--- config.mk ---
export PLATFORM = sky130hd
export DESIGN_NAME = rate_monotonic_ready_scheduler_flat
export DESIGN_NICKNAME = d
export VERILOG_FILES = /design/src/hw/rtl/rmrs_pkg.sv /design/src/hw/rtl/rmrs_chan_if.sv /design/src/hw/rtl/rate_monotonic_ready_scheduler.sv /design/src/hw/rtl/rmrs_cell.sv /design/src/flat_wrapper.sv
export SDC_FILE = /design/constraint.sdc
export NUM_CORES = 1
export LEC_CHECK = 0
export ABC_AREA = 1
export ABC_CLOCK_PERIOD_IN_PS = 3400
export BUFFER_PORTS_ARGS = -buffer_cell sky130_fd_sc_hd__buf_2
export CORE_AREA = 2 2 39 41
export CTS_CLUSTER_SIZE = 12
export DETAILED_ROUTE_END_ITERATION = 12
export DIE_AREA = 0 0 41 43
export GPL_ROUTABILITY_DRIVEN = 0
export GPL_TIMING_DRIVEN = 0
export PLACE_DENSITY = 0.79
export SLEW_MARGIN = 30
export SYNTH_ARGS = -nofsm -noshare
export SYNTH_HDL_FRONTEND = slang
export SYNTH_SLANG_ARGS = --single-unit
--- constraint.sdc ---
create_clock -name i_clk -period 3.4 [get_ports i_clk]
set_clock_uncertainty 0.1 [all_clocks]
set_input_delay 0.34 -clock i_clk [delete_from_list [all_inputs] [get_ports i_clk]]
set_output_delay 0.34 -clock i_clk [all_outputs]
set_load 0.03 [all_outputs]
--- src/hw/rtl/rmrs_pkg.sv ---
// types, codes and scan token for the rate-monotonic ready scheduler
// depends on nothing; used by the slot cell and the top level

package rmrs_pkg;

    localparam int unsigned ID_W     = 8;
    localparam int unsigned PERIOD_W = 32;
    localparam int unsigned STAMP_W  = 32;
    localparam int unsigned STATUS_W = 3;
    localparam int unsigned COUNT_W  = 5;

    // event codes carried in req_type
    typedef enum logic [1:0] {
        REQ_REGISTER = 2'd0,
        REQ_ENQUEUE  = 2'd1,
        REQ_DEQUEUE  = 2'd2,
        REQ_CHECK    = 2'd3
    } t_req_code;

    // result status codes
    typedef enum logic [STATUS_W-1:0] {
        ST_OK       = 3'd0,
        ST_NOREG    = 3'd1,
        ST_FULL     = 3'd2,
        ST_DUP      = 3'd3,
        ST_NOTREADY = 3'd4
    } t_status;

    // update broadcast to every cell
    typedef enum logic [1:0] {
        OP_NONE,
        OP_REGISTER,
        OP_ENQUEUE,
        OP_DEQUEUE
    } t_cell_op;

    // sequencer states
    typedef enum logic [2:0] {
        S_IDLE,
        S_LAUNCH1,
        S_SCAN1,
        S_UPDATE,
        S_LAUNCH2,
        S_SCAN2,
        S_RESULT
    } t_state;

    // input beat
    typedef struct packed {
        logic [1:0]          req_type;
        logic [ID_W-1:0]     task_id;
        logic [PERIOD_W-1:0] task_period;
        logic                task_exiting;
        logic                running_is_rms;
        logic [ID_W-1:0]     running_id;
    } t_req_beat;

    // output beat
    typedef struct packed {
        logic                pick_valid;
        logic [ID_W-1:0]     pick_id;
        logic [PERIOD_W-1:0] pick_period;
        logic                resched;
        logic [STATUS_W-1:0] status;
        logic [COUNT_W-1:0]  ready_count;
    } t_rsp_beat;

    // command seen by all cells at once
    typedef struct packed {
        t_cell_op            op;
        logic [ID_W-1:0]     task_id;
        logic [ID_W-1:0]     run_id;
        logic [PERIOD_W-1:0] period;
        logic [STAMP_W-1:0]  stamp_now;
        logic                exiting;
    } t_cell_cmd;

    // token handed from cell to cell along the chain
    typedef struct packed {
        logic                valid;
        logic                task_found;
        logic                task_ready;
        logic                free_found;
        logic                run_found;
        logic [PERIOD_W-1:0] run_period;
        logic                best_valid;
        logic [ID_W-1:0]     best_id;
        logic [PERIOD_W-1:0] best_period;
        logic [STAMP_W-1:0]  best_age;
    } t_scan;

endpackage

--- src/hw/rtl/rmrs_chan_if.sv ---
// valid/ready channel carrying one beat of a given payload type
// payload types come from rmrs_pkg

interface rmrs_chan_if #(
    parameter type t_beat = logic
);
    logic  valid;
    logic  ready;
    t_beat payload;

    modport source (output valid, output payload, input ready);
    modport sink   (input valid, input payload, output ready);
endinterface

--- src/hw/rtl/rate_monotonic_ready_scheduler.sv ---
// top level of the rate-monotonic ready scheduler: sequencer, counters and cell chain
// depends on rmrs_pkg, rmrs_chan_if and rmrs_cell
//
// Usage
//   i_req takes one event beat (register, enqueue, dequeue or preemption check);
//   o_rsp gives one result beat per event: the ready task with the shortest
//   period (ties to the earliest enqueued), the ready count, a status and, for a
//   preemption check, the reschedule request.
//   Each event makes two passes of a token down a chain of MAX_TASKS slot cells,
//   one cell per cycle: a lookup pass before the table update and a pick pass
//   after it. i_req.ready is high only while no event is in progress, so a
//   new event waits until the previous result is in the output register.
//   The result sits in an output register, so the next event is taken while the
//   previous result still waits; if the receiver stalls long enough the finished
//   result is held inside until the output register frees up.
//   Reset (synchronous, active low) empties the table and clears the enqueue
//   stamp and ready count at once; no beat is lost or made up by a stall.

module rate_monotonic_ready_scheduler #(
    parameter int unsigned MAX_TASKS = 16
) (
    input logic          i_clk,
    input logic          i_rst_n,
    rmrs_chan_if.sink    i_req,
    rmrs_chan_if.source  o_rsp
);

    localparam int unsigned CW = $clog2(MAX_TASKS + 1);
    localparam int unsigned EW = (CW > rmrs_pkg::COUNT_W) ? CW : rmrs_pkg::COUNT_W;

    rmrs_pkg::t_state              r_state, n_state;
    rmrs_pkg::t_req_beat           r_req, n_req;
    rmrs_pkg::t_scan               r_look, n_look;
    rmrs_pkg::t_status             r_status, n_status;
    rmrs_pkg::t_rsp_beat           r_res, n_res;
    rmrs_pkg::t_rsp_beat           r_out, n_out;
    logic                          r_out_valid, n_out_valid;
    logic [rmrs_pkg::STAMP_W-1:0]  r_stamp_counter, n_stamp_counter;
    logic [CW-1:0]                 r_ready_total, n_ready_total;

    rmrs_pkg::t_cell_cmd           w_cmd;
    rmrs_pkg::t_scan               w_tok [MAX_TASKS+1];
    rmrs_pkg::t_scan               w_tail;
    logic                          w_start;
    logic [EW-1:0]                 w_count_ext;

    // chain of slot cells
    for (genvar g = 0; g < MAX_TASKS; g++) begin : g_cell
        rmrs_cell u_cell (
            .i_clk   (i_clk),
            .i_rst_n (i_rst_n),
            .i_cmd   (w_cmd),
            .i_tok   (w_tok[g]),
            .o_tok   (w_tok[g+1])
        );
    end

    // fresh token at the head of the chain
    always_comb begin
        w_tok[0]       = '0;
        w_tok[0].valid = w_start;
    end

    assign w_tail      = w_tok[MAX_TASKS];
    assign w_count_ext = EW'(r_ready_total);

    // sequencer: next state, table command and result
    always_comb begin
        n_state         = r_state;
        n_req           = r_req;
        n_look          = r_look;
        n_status        = r_status;
        n_res           = r_res;
        n_out           = r_out;
        n_out_valid     = r_out_valid;
        n_stamp_counter = r_stamp_counter;
        n_ready_total   = r_ready_total;
        w_start         = 1'b0;

        w_cmd.op        = rmrs_pkg::OP_NONE;
        w_cmd.task_id   = r_req.task_id;
        w_cmd.run_id    = r_req.running_id;
        w_cmd.period    = r_req.task_period;
        w_cmd.stamp_now = r_stamp_counter;
        w_cmd.exiting   = r_req.task_exiting;

        if (o_rsp.ready) begin
            n_out_valid = 1'b0;
        end

        unique case (r_state)
            rmrs_pkg::S_IDLE: begin
                if (i_req.valid) begin
                    n_req   = i_req.payload;
                    n_state = rmrs_pkg::S_LAUNCH1;
                end
            end
            rmrs_pkg::S_LAUNCH1: begin
                w_start = 1'b1;
                n_state = rmrs_pkg::S_SCAN1;
            end
            rmrs_pkg::S_SCAN1: begin
                if (w_tail.valid) begin
                    n_look  = w_tail;
                    n_state = rmrs_pkg::S_UPDATE;
                end
            end
            rmrs_pkg::S_UPDATE: begin
                n_status = rmrs_pkg::ST_OK;
                unique case (rmrs_pkg::t_req_code'(r_req.req_type))
                    rmrs_pkg::REQ_REGISTER: begin
                        if (r_look.task_found) begin
                            n_status = rmrs_pkg::ST_DUP;
                        end else if (!r_look.free_found) begin
                            n_status = rmrs_pkg::ST_FULL;
                        end else begin
                            w_cmd.op = rmrs_pkg::OP_REGISTER;
                        end
                    end
                    rmrs_pkg::REQ_ENQUEUE: begin
                        if (!r_look.task_found) begin
                            n_status = rmrs_pkg::ST_NOREG;
                        end else if (r_look.task_ready) begin
                            n_status = rmrs_pkg::ST_DUP;
                        end else begin
                            w_cmd.op        = rmrs_pkg::OP_ENQUEUE;
                            n_stamp_counter = r_stamp_counter + rmrs_pkg::STAMP_W'(1);
                            n_ready_total   = r_ready_total + CW'(1);
                        end
                    end
                    rmrs_pkg::REQ_DEQUEUE: begin
                        if (!r_look.task_found) begin
                            n_status = rmrs_pkg::ST_NOREG;
                        end else begin
                            w_cmd.op = rmrs_pkg::OP_DEQUEUE;
                            if (r_look.task_ready) begin
                                n_ready_total = r_ready_total - CW'(1);
                            end else begin
                                n_status = rmrs_pkg::ST_NOTREADY;
                            end
                        end
                    end
                    rmrs_pkg::REQ_CHECK: begin
                    end
                endcase
                n_state = rmrs_pkg::S_LAUNCH2;
            end
            rmrs_pkg::S_LAUNCH2: begin
                w_start = 1'b1;
                n_state = rmrs_pkg::S_SCAN2;
            end
            rmrs_pkg::S_SCAN2: begin
                if (w_tail.valid) begin
                    n_res.pick_valid  = w_tail.best_valid;
                    n_res.pick_id     = w_tail.best_id;
                    n_res.pick_period = w_tail.best_period;
                    n_res.resched     = 1'b0;
                    n_res.status      = r_status;
                    n_res.ready_count = w_count_ext[rmrs_pkg::COUNT_W-1:0];
                    // preemption check against the running task
                    if (r_req.req_type == rmrs_pkg::REQ_CHECK) begin
                        if (!r_req.running_is_rms) begin
                            n_res.resched = 1'b1;
                        end else if (w_tail.best_valid) begin
                            if (!r_look.run_found) begin
                                n_res.status = rmrs_pkg::ST_NOREG;
                            end else if (w_tail.best_period < r_look.run_period) begin
                                n_res.resched = 1'b1;
                            end
                        end
                    end
                    n_state = rmrs_pkg::S_RESULT;
                end
            end
            rmrs_pkg::S_RESULT: begin
                if (!r_out_valid || o_rsp.ready) begin
                    n_out       = r_res;
                    n_out_valid = 1'b1;
                    n_state     = rmrs_pkg::S_IDLE;
                end
            end
        endcase
    end

    // state and counters
    always_ff @(posedge i_clk) begin
        if (!i_rst_n) begin
            r_state         <= rmrs_pkg::S_IDLE;
            r_out_valid     <= 1'b0;
            r_stamp_counter <= '0;
            r_ready_total   <= '0;
            r_status        <= rmrs_pkg::ST_OK;
        end else begin
            r_state         <= n_state;
            r_out_valid     <= n_out_valid;
            r_stamp_counter <= n_stamp_counter;
            r_ready_total   <= n_ready_total;
            r_status        <= n_status;
        end
    end

    // payload registers
    always_ff @(posedge i_clk) begin
        r_req  <= n_req;
        r_look <= n_look;
        r_res  <= n_res;
        r_out  <= n_out;
    end

    // no beat is taken while reset is held
    assign i_req.ready   = i_rst_n && (r_state == rmrs_pkg::S_IDLE);
    assign o_rsp.valid   = r_out_valid;
    assign o_rsp.payload = r_out;

endmodule

--- src/hw/rtl/rmrs_cell.sv ---
// one task slot of the scheduler table and its stage of the scan chain
// depends on rmrs_pkg

module rmrs_cell (
    input  logic               i_clk,
    input  logic               i_rst_n,
    input  rmrs_pkg::t_cell_cmd i_cmd,
    input  rmrs_pkg::t_scan    i_tok,
    output rmrs_pkg::t_scan    o_tok
);

    logic                          r_used;
    logic                          r_ready;
    logic [rmrs_pkg::ID_W-1:0]     r_task;
    logic [rmrs_pkg::PERIOD_W-1:0] r_period;
    logic [rmrs_pkg::STAMP_W-1:0]  r_stamp;
    logic                          r_hit;
    logic                          r_free_first;
    rmrs_pkg::t_scan               r_tok;
    rmrs_pkg::t_scan               n_tok;

    logic                          w_match;
    logic                          w_run_match;
    logic                          w_first_free;
    logic                          w_take;
    logic [rmrs_pkg::STAMP_W-1:0]  w_age;

    // fold this slot into the passing token
    always_comb begin
        w_match      = r_used && (r_task == i_cmd.task_id);
        w_run_match  = r_used && (r_task == i_cmd.run_id);
        w_first_free = !r_used && !i_tok.free_found;
        w_age        = i_cmd.stamp_now - r_stamp;
        w_take       = r_used && r_ready &&
                       (!i_tok.best_valid || (r_period < i_tok.best_period) ||
                        ((r_period == i_tok.best_period) && (w_age > i_tok.best_age)));

        n_tok            = i_tok;
        n_tok.task_found = i_tok.task_found | w_match;
        n_tok.free_found = i_tok.free_found | !r_used;
        if (w_match && !i_tok.task_found) begin
            n_tok.task_ready = r_ready;
        end
        if (w_run_match && !i_tok.run_found) begin
            n_tok.run_found  = 1'b1;
            n_tok.run_period = r_period;
        end
        if (w_take) begin
            n_tok.best_valid  = 1'b1;
            n_tok.best_id     = r_task;
            n_tok.best_period = r_period;
            n_tok.best_age    = w_age;
        end
    end

    // token stage, hit marks and slot update
    always_ff @(posedge i_clk) begin
        if (!i_rst_n) begin
            r_tok        <= '0;
            r_used       <= 1'b0;
            r_ready      <= 1'b0;
            r_hit        <= 1'b0;
            r_free_first <= 1'b0;
        end else begin
            r_tok <= n_tok;
            if (i_tok.valid) begin
                r_hit        <= w_match;
                r_free_first <= w_first_free;
            end
            unique case (i_cmd.op)
                rmrs_pkg::OP_REGISTER: begin
                    if (r_free_first) begin
                        r_used   <= 1'b1;
                        r_ready  <= 1'b0;
                        r_task   <= i_cmd.task_id;
                        r_period <= i_cmd.period;
                    end
                end
                rmrs_pkg::OP_ENQUEUE: begin
                    if (r_hit) begin
                        r_ready <= 1'b1;
                        r_stamp <= i_cmd.stamp_now;
                    end
                end
                rmrs_pkg::OP_DEQUEUE: begin
                    if (r_hit) begin
                        r_ready <= 1'b0;
                        if (i_cmd.exiting) begin
                            r_used <= 1'b0;
                        end
                    end
                end
                rmrs_pkg::OP_NONE: begin
                end
            endcase
        end
    end

    assign o_tok = r_tok;

endmodule
--- src/flat_wrapper.sv ---
// flat-port wrapper written by rule: the top's interface ports become plain ports
module rate_monotonic_ready_scheduler_flat 
#(
    parameter int unsigned MAX_TASKS = 16
)
  (i_clk, i_rst_n, i_req_valid, i_req_payload, i_req_ready, o_rsp_valid, o_rsp_payload, o_rsp_ready);
  rmrs_chan_if i_req_i ();
  rmrs_chan_if o_rsp_i ();
  input logic i_clk;
  input logic i_rst_n;
  input wire logic [$bits(i_req_i.valid)-1:0] i_req_valid;
  input wire logic [$bits(i_req_i.payload)-1:0] i_req_payload;
  output wire logic [$bits(i_req_i.ready)-1:0] i_req_ready;
  output wire logic [$bits(o_rsp_i.valid)-1:0] o_rsp_valid;
  output wire logic [$bits(o_rsp_i.payload)-1:0] o_rsp_payload;
  input wire logic [$bits(o_rsp_i.ready)-1:0] o_rsp_ready;
  assign i_req_i.valid = i_req_valid;
  assign i_req_i.payload = i_req_payload;
  assign i_req_ready = i_req_i.ready;
  assign o_rsp_valid = o_rsp_i.valid;
  assign o_rsp_payload = o_rsp_i.payload;
  assign o_rsp_i.ready = o_rsp_ready;
  rate_monotonic_ready_scheduler #(.MAX_TASKS(MAX_TASKS)) u_core (.i_clk(i_clk), .i_rst_n(i_rst_n), .i_req(i_req_i), .o_rsp(o_rsp_i));
endmodule
* Word-level counts from Yosys, hierarchy flattened
Cells that the tools add are included.
W data, S select, Z words.
** Operators by class
- Eq/ne operators :: 10
- Reductions and logical operators :: 6
- Muxes and demuxes :: 9
** Operator list (count)
- $pmux W3 S7 :: 1
- $mux W3 :: 4
- $eq A3 B3 Y1 const B :: 3
- $eq A3 B2 Y1 const B :: 2
- $ne A2 B2 Y1 const B :: 3
- $mux W1 :: 4
- $reduce_and A4 Y1 :: 1
- $eq A3 B1 Y1 const B :: 1
- $logic_not A3 Y1 :: 1
- $ne A2 B1 Y1 const B :: 1
- $reduce_or A2 Y1 :: 1
- $logic_and A1 B1 Y1 :: 1
- $logic_not A1 Y1 :: 1
- $logic_or A1 B1 Y1 :: 1
** Storage, ports and cells
- Logic and storage cells :: 43
- Register bits :: 20
- Output and inout bits :: 3

* Depth between registers and ports, before layout
- Depth after elaboration :: 4
- Depth in mapped cells :: 9

* Cells and area by module
From an unflattened synthesis, not the netlist that was laid out.
** Unflattened totals
- Cell total of the unflattened synthesis :: 23096
- Area total of the unflattened synthesis :: 175761.1 µm²
** By module, submodules not included
- rmrs_cell (u_core.g_cell[10].u_cell ...) :: area an instance 10966.8 µm², seq. area each 4444.3 µm², cells an instance 1443, times used 10
- rmrs_cell (u_core.g_cell[7].u_cell ...) :: area an instance 10998.0 µm², seq. area each 4444.3 µm², cells an instance 1418, times used 3
- rmrs_cell (u_core.g_cell[0].u_cell ...) :: area an instance 10894.2 µm², seq. area each 4444.3 µm², cells an instance 1452, times used 3
- rate_monotonic_ready_scheduler :: area an instance 416.6 µm², seq. area each 170.2 µm², cells an instance 56, times used 1

* Worst setup path before layout
OpenSTA, ideal clock, no wires.
- Path kind :: input-to-output
- Start :: input port i_rst_n
- End :: output port i_req_ready
- Setup slack :: 1.475 ns
- Buffers on the path :: 1
- Arrival time :: 1.485 ns
- Stages on the path :: 3
- Cell sequence :: buf_2 > inv_1 > nor4_1
** Between the ends
- Word-level cells in the longest chain between the ends :: 1
** RTL lines
- start, declared :: line flat_wrapper.sv:10 : input logic i_rst_n;
- $logic_and A1 B1 Y1 :: line rate_monotonic_ready_scheduler.sv:211 : assign i_req.ready = i_rst_n && (r_state == rmrs_pkg::S_IDLE);
- end, declared :: line flat_wrapper.sv:13 : output wire logic [$bits(i_req_i.ready)-1:0] i_req_ready;
No other way between the ends.

* Final worst setup path
- Start :: register u_core.r_state[0]
- End :: output port i_req_ready
** Between the ends
- Word-level cells in the longest chain between the ends :: 2
** RTL lines
- start, declared :: line rate_monotonic_ready_scheduler.sv:31 : rmrs_pkg::t_state r_state, n_state;
- start signal, assigned :: line rate_monotonic_ready_scheduler.sv:188 : r_state <= rmrs_pkg::S_IDLE;
- start signal, assigned :: line rate_monotonic_ready_scheduler.sv:194 : r_state <= n_state;
- $logic_not A3 Y1 :: line rate_monotonic_ready_scheduler.sv:211
- $logic_and A1 B1 Y1 :: line rate_monotonic_ready_scheduler.sv:211
No other way between the ends.

==> summary.md <==
| Metric | Value |
|---|---|
| Status | `finished, final reports clean` |
| DRC marker count from the first detailed-route iteration | `7` |
| HP Class | `in2reg` |
| Min Tclk post-route | `between 1.5 and 2 ns` |
| Share of cells above drive strength 1 | `17.5%` |
| Register bit count reported by yosys | `20` |
| Cell variety after synth | `19` |
| Initial Utilization | `53.2%` |
| DRT antenna net count | `0` |
| Routed len/inst | `around 8.6 um` |
| Crit Path Class | `reg2out` |
| Most common library cells after synthesis | `25 x nand2_1, 22 x inv_1, 20 x dfxtp_1, 5 x nand3_1, 4 x nor2_1` |
| Most common cell in the netlist | `nand2_1` |
| Grt peak-use layer | `met2` |
| Setup Buffers After CTS | `0` |
| Die H | `43 um` |
| Internal power | `0.000372 W` |
| Yosys Warn Count | `0` |
| Slew Viols, Final | `0` |
| Met1 GRT Util | `roughly 15%` |
| Nets | `110` |
| CTS Buffer Depth | `2` |
| CP delay by family, top | `buffers and inverters` |
| Max Fclk | `roughly 0.60 GHz` |
| Post-CTS Hold Buffers | `0` |
| Cell Rows | `14` |
| Antenna violations before repair | `0` |
| Syn Inst Count | `96` |
| # H-tree levels | `1` |
| Post-synthesis sequential area ratio | `54.4%` |
| Post-Syn Area per Cell | `between 7 and 8 sq um` |
| Setup TNS | `0 ns` |
| Vias in the first global route | `464` |
| Clock power frac | `between 10% and 20%` |
| Hold path startpoint | `o_rsp_ready` |
| Clk root buf | `clkbuf_4` |
| # port buffers | `4` |
| Top FF cell, synth | `dfxtp_1` |
| Sw Pwr | `roughly 0.00019 W` |
| Peak supply drop | `0.351 mV` |
| CP Data Required Time | `2.96 ns` |
| Largest net degree at the start of global routing | `11` |
| CTS buffer count | `3` |
| DP Wirelength | `741 um` |
| CP Cell Sequence | `buf_6 -> nor4_1 -> buf_2` |
| I/O pin total | `8` |
| Power Density | `706 nW/um^2` |
| EDFF count, synth | `0` |
| Leakage power | `0.477 nW` |
| Routing usage on met2 | `a little under a quarter` |
| Final setup fails | `0` |
| Vias post-DR | `552` |
| Worst skew pair latency | `approximately 0.29 ns` |
| CP max FO | `8` |
| Diodes inserted | `0` |
| Worst path max stage delay | `between 0.3 and 0.4 ns` |
| First-pass GRT wire length | `approximately 1700 um` |
| Max-Cap Viols | `0` |
| Crit path from | `u_core.r_state[0]` |
| Reg clk slew, reported paths | `about 0.10 ns` |
| Largest area contributor in the netlist | `dfxtp_1` |
| Final hold vios | `0` |
| Total GRT Usage | `14.5%` |
| Core box area | `between 1000 and 1500 sq um` |
| Combinational share of power | `between 30% and 40%` |
| Gr ovfl total | `0` |
| Die X | `about 41 um` |
| Finished Core Util | `between 50% and 60%` |
| Crit path buffers/inverters | `2` |
| Crit end category | `output pin` |
| Total die area | `between 1500 and 2000 sq um` |
| P&R area growth vs syn | `8.50%` |
| Crit-path slowest cell | `dfxtp_1` |
| WHS | `roughly 0.24 ns` |
| CTS resizes | `0` |
| Worst EP arrival | `~1.2 ns` |
| Syn Nets | `101` |
| Unrepaired setup endpoints after global routing | `false` |
| Critical Path Start Type | `flip-flop` |
| Asr flop ratio synth | `0%` |
| Total clock sinks | `20` |
| TritonCTS clock tree | `yes` |
| Via density | `4.64` |
| Reg2reg start | `u_core.r_state[2]` |
| Seq pwr share | `50.4%` |
| Top cells by area, synth | `dfxtp_1 54%, nand2_1 13%, inv_1 11%, nand3_1 3.4%, nor2_2 2.6%` |
| Synth top area share | `between 50% and 60%` |
| Fin crit share | `between 40 and 50%` |
| Mapped cell area | `736 sq um` |
| # DRC | `0` |
| WL final | `1020 um` |
| Met3 usage | `6.28%` |
| Number of detailed-route iterations in the first pass | `4` |
| Switching share of total power | `between 30% and 40%` |
## layout by cell type, fill, tap and decap left out
master    instances
nand2_1          25
inv_1            22
dfxtp_1          20
buf_2             5
nand3_1           5
nor2_1            4
nor2_2            3
o21ai_0           3
clkbuf_4          3
nand2_2           2
inv_2             2
buf_6             1
nor4_1            1
buf_1             1
a21oi_2           1
nand4_1           1
nand3b_1          1
a21oi_1           1
buf_4             1
conb_1            1
## layout make-up
| type | count | area (sq um) |
|---|---|---|
| fillers | 130 | 586 |
| flip-flops and latches | 20 | 400 |
| multi-input cells | 48 | 218 |
| inverters | 24 | 90.1 |
| plain buffers | 4 | 27.5 |
| clock buffers | 3 | 22.5 |
| repair buffers | 4 | 20.0 |
| well taps | 16 | 20.0 |
## power groups by stage
stage	logic, W	clock network, W	registers, W
2_1_floorplan	0.000149	0	0.000286
3_3_place_gp	0.000172	0	0.000289
3_5_place_dp	0.000178	0	0.000290
4_1_cts	0.000179	0.000110	0.000285
5_1_grt	0.000202	0.000121	0.000288
6_report	0.000177	0.000103	0.000284
## layer usage
metal / up-vias / routed length [um]
li1: 292 / -
met1: 248 / 482
met2: 8 / 465
met3: 4 / 41
met4: 0 / 29
met5: - / 0
## registers in the layout, indices dropped and copies added (netlist names)
register and count:
u_core.o_rsp.valid 1, u_core.r_state 3, u_core.g_cell.u_cell.o_tok 16
## logic make-up after synthesis
| group | Yosys count | share of synthesized area (%) |
|---|---|---|
| other | 1 | 0.510 |
| and+or+nand+nor | 42 | 25.2 |
| AOI/OAI and AO/OA | 5 | 3.91 |
| DFF | 20 | 54.4 |
| buffers and inverters | 28 | 16.0 |
## worst min-delay path: cells and delay by family
family | cells | cell delay, ns
and+or+nand+nor | 3 | 0.17
buffers and inverters | 1 | 0.07
## per-stage QoR
stage	area (sq um)	std cells	setup slack [ns]	power, W
2_1_floorplan	736	96	1.47	0.000435
3_3_place_gp	776	116	1.94	0.000461
3_5_place_dp	776	116	1.89	0.000468
4_1_cts	798	119	1.70	0.000573
5_1_grt	798	119	1.59	0.000610
6_report	798	119	1.72	0.000564
## final timing paths
path,to,slack (ns),cells past startpoint
max,i_req_ready,1.72,3
min,u_core.o_rsp.valid,0.24,4
max reg2reg,u_core.r_state[0],2.14,9
min reg2reg,u_core.g_cell[8].u_cell.o_tok[109],0.32,2
Power figures use the tool's default switching activity.
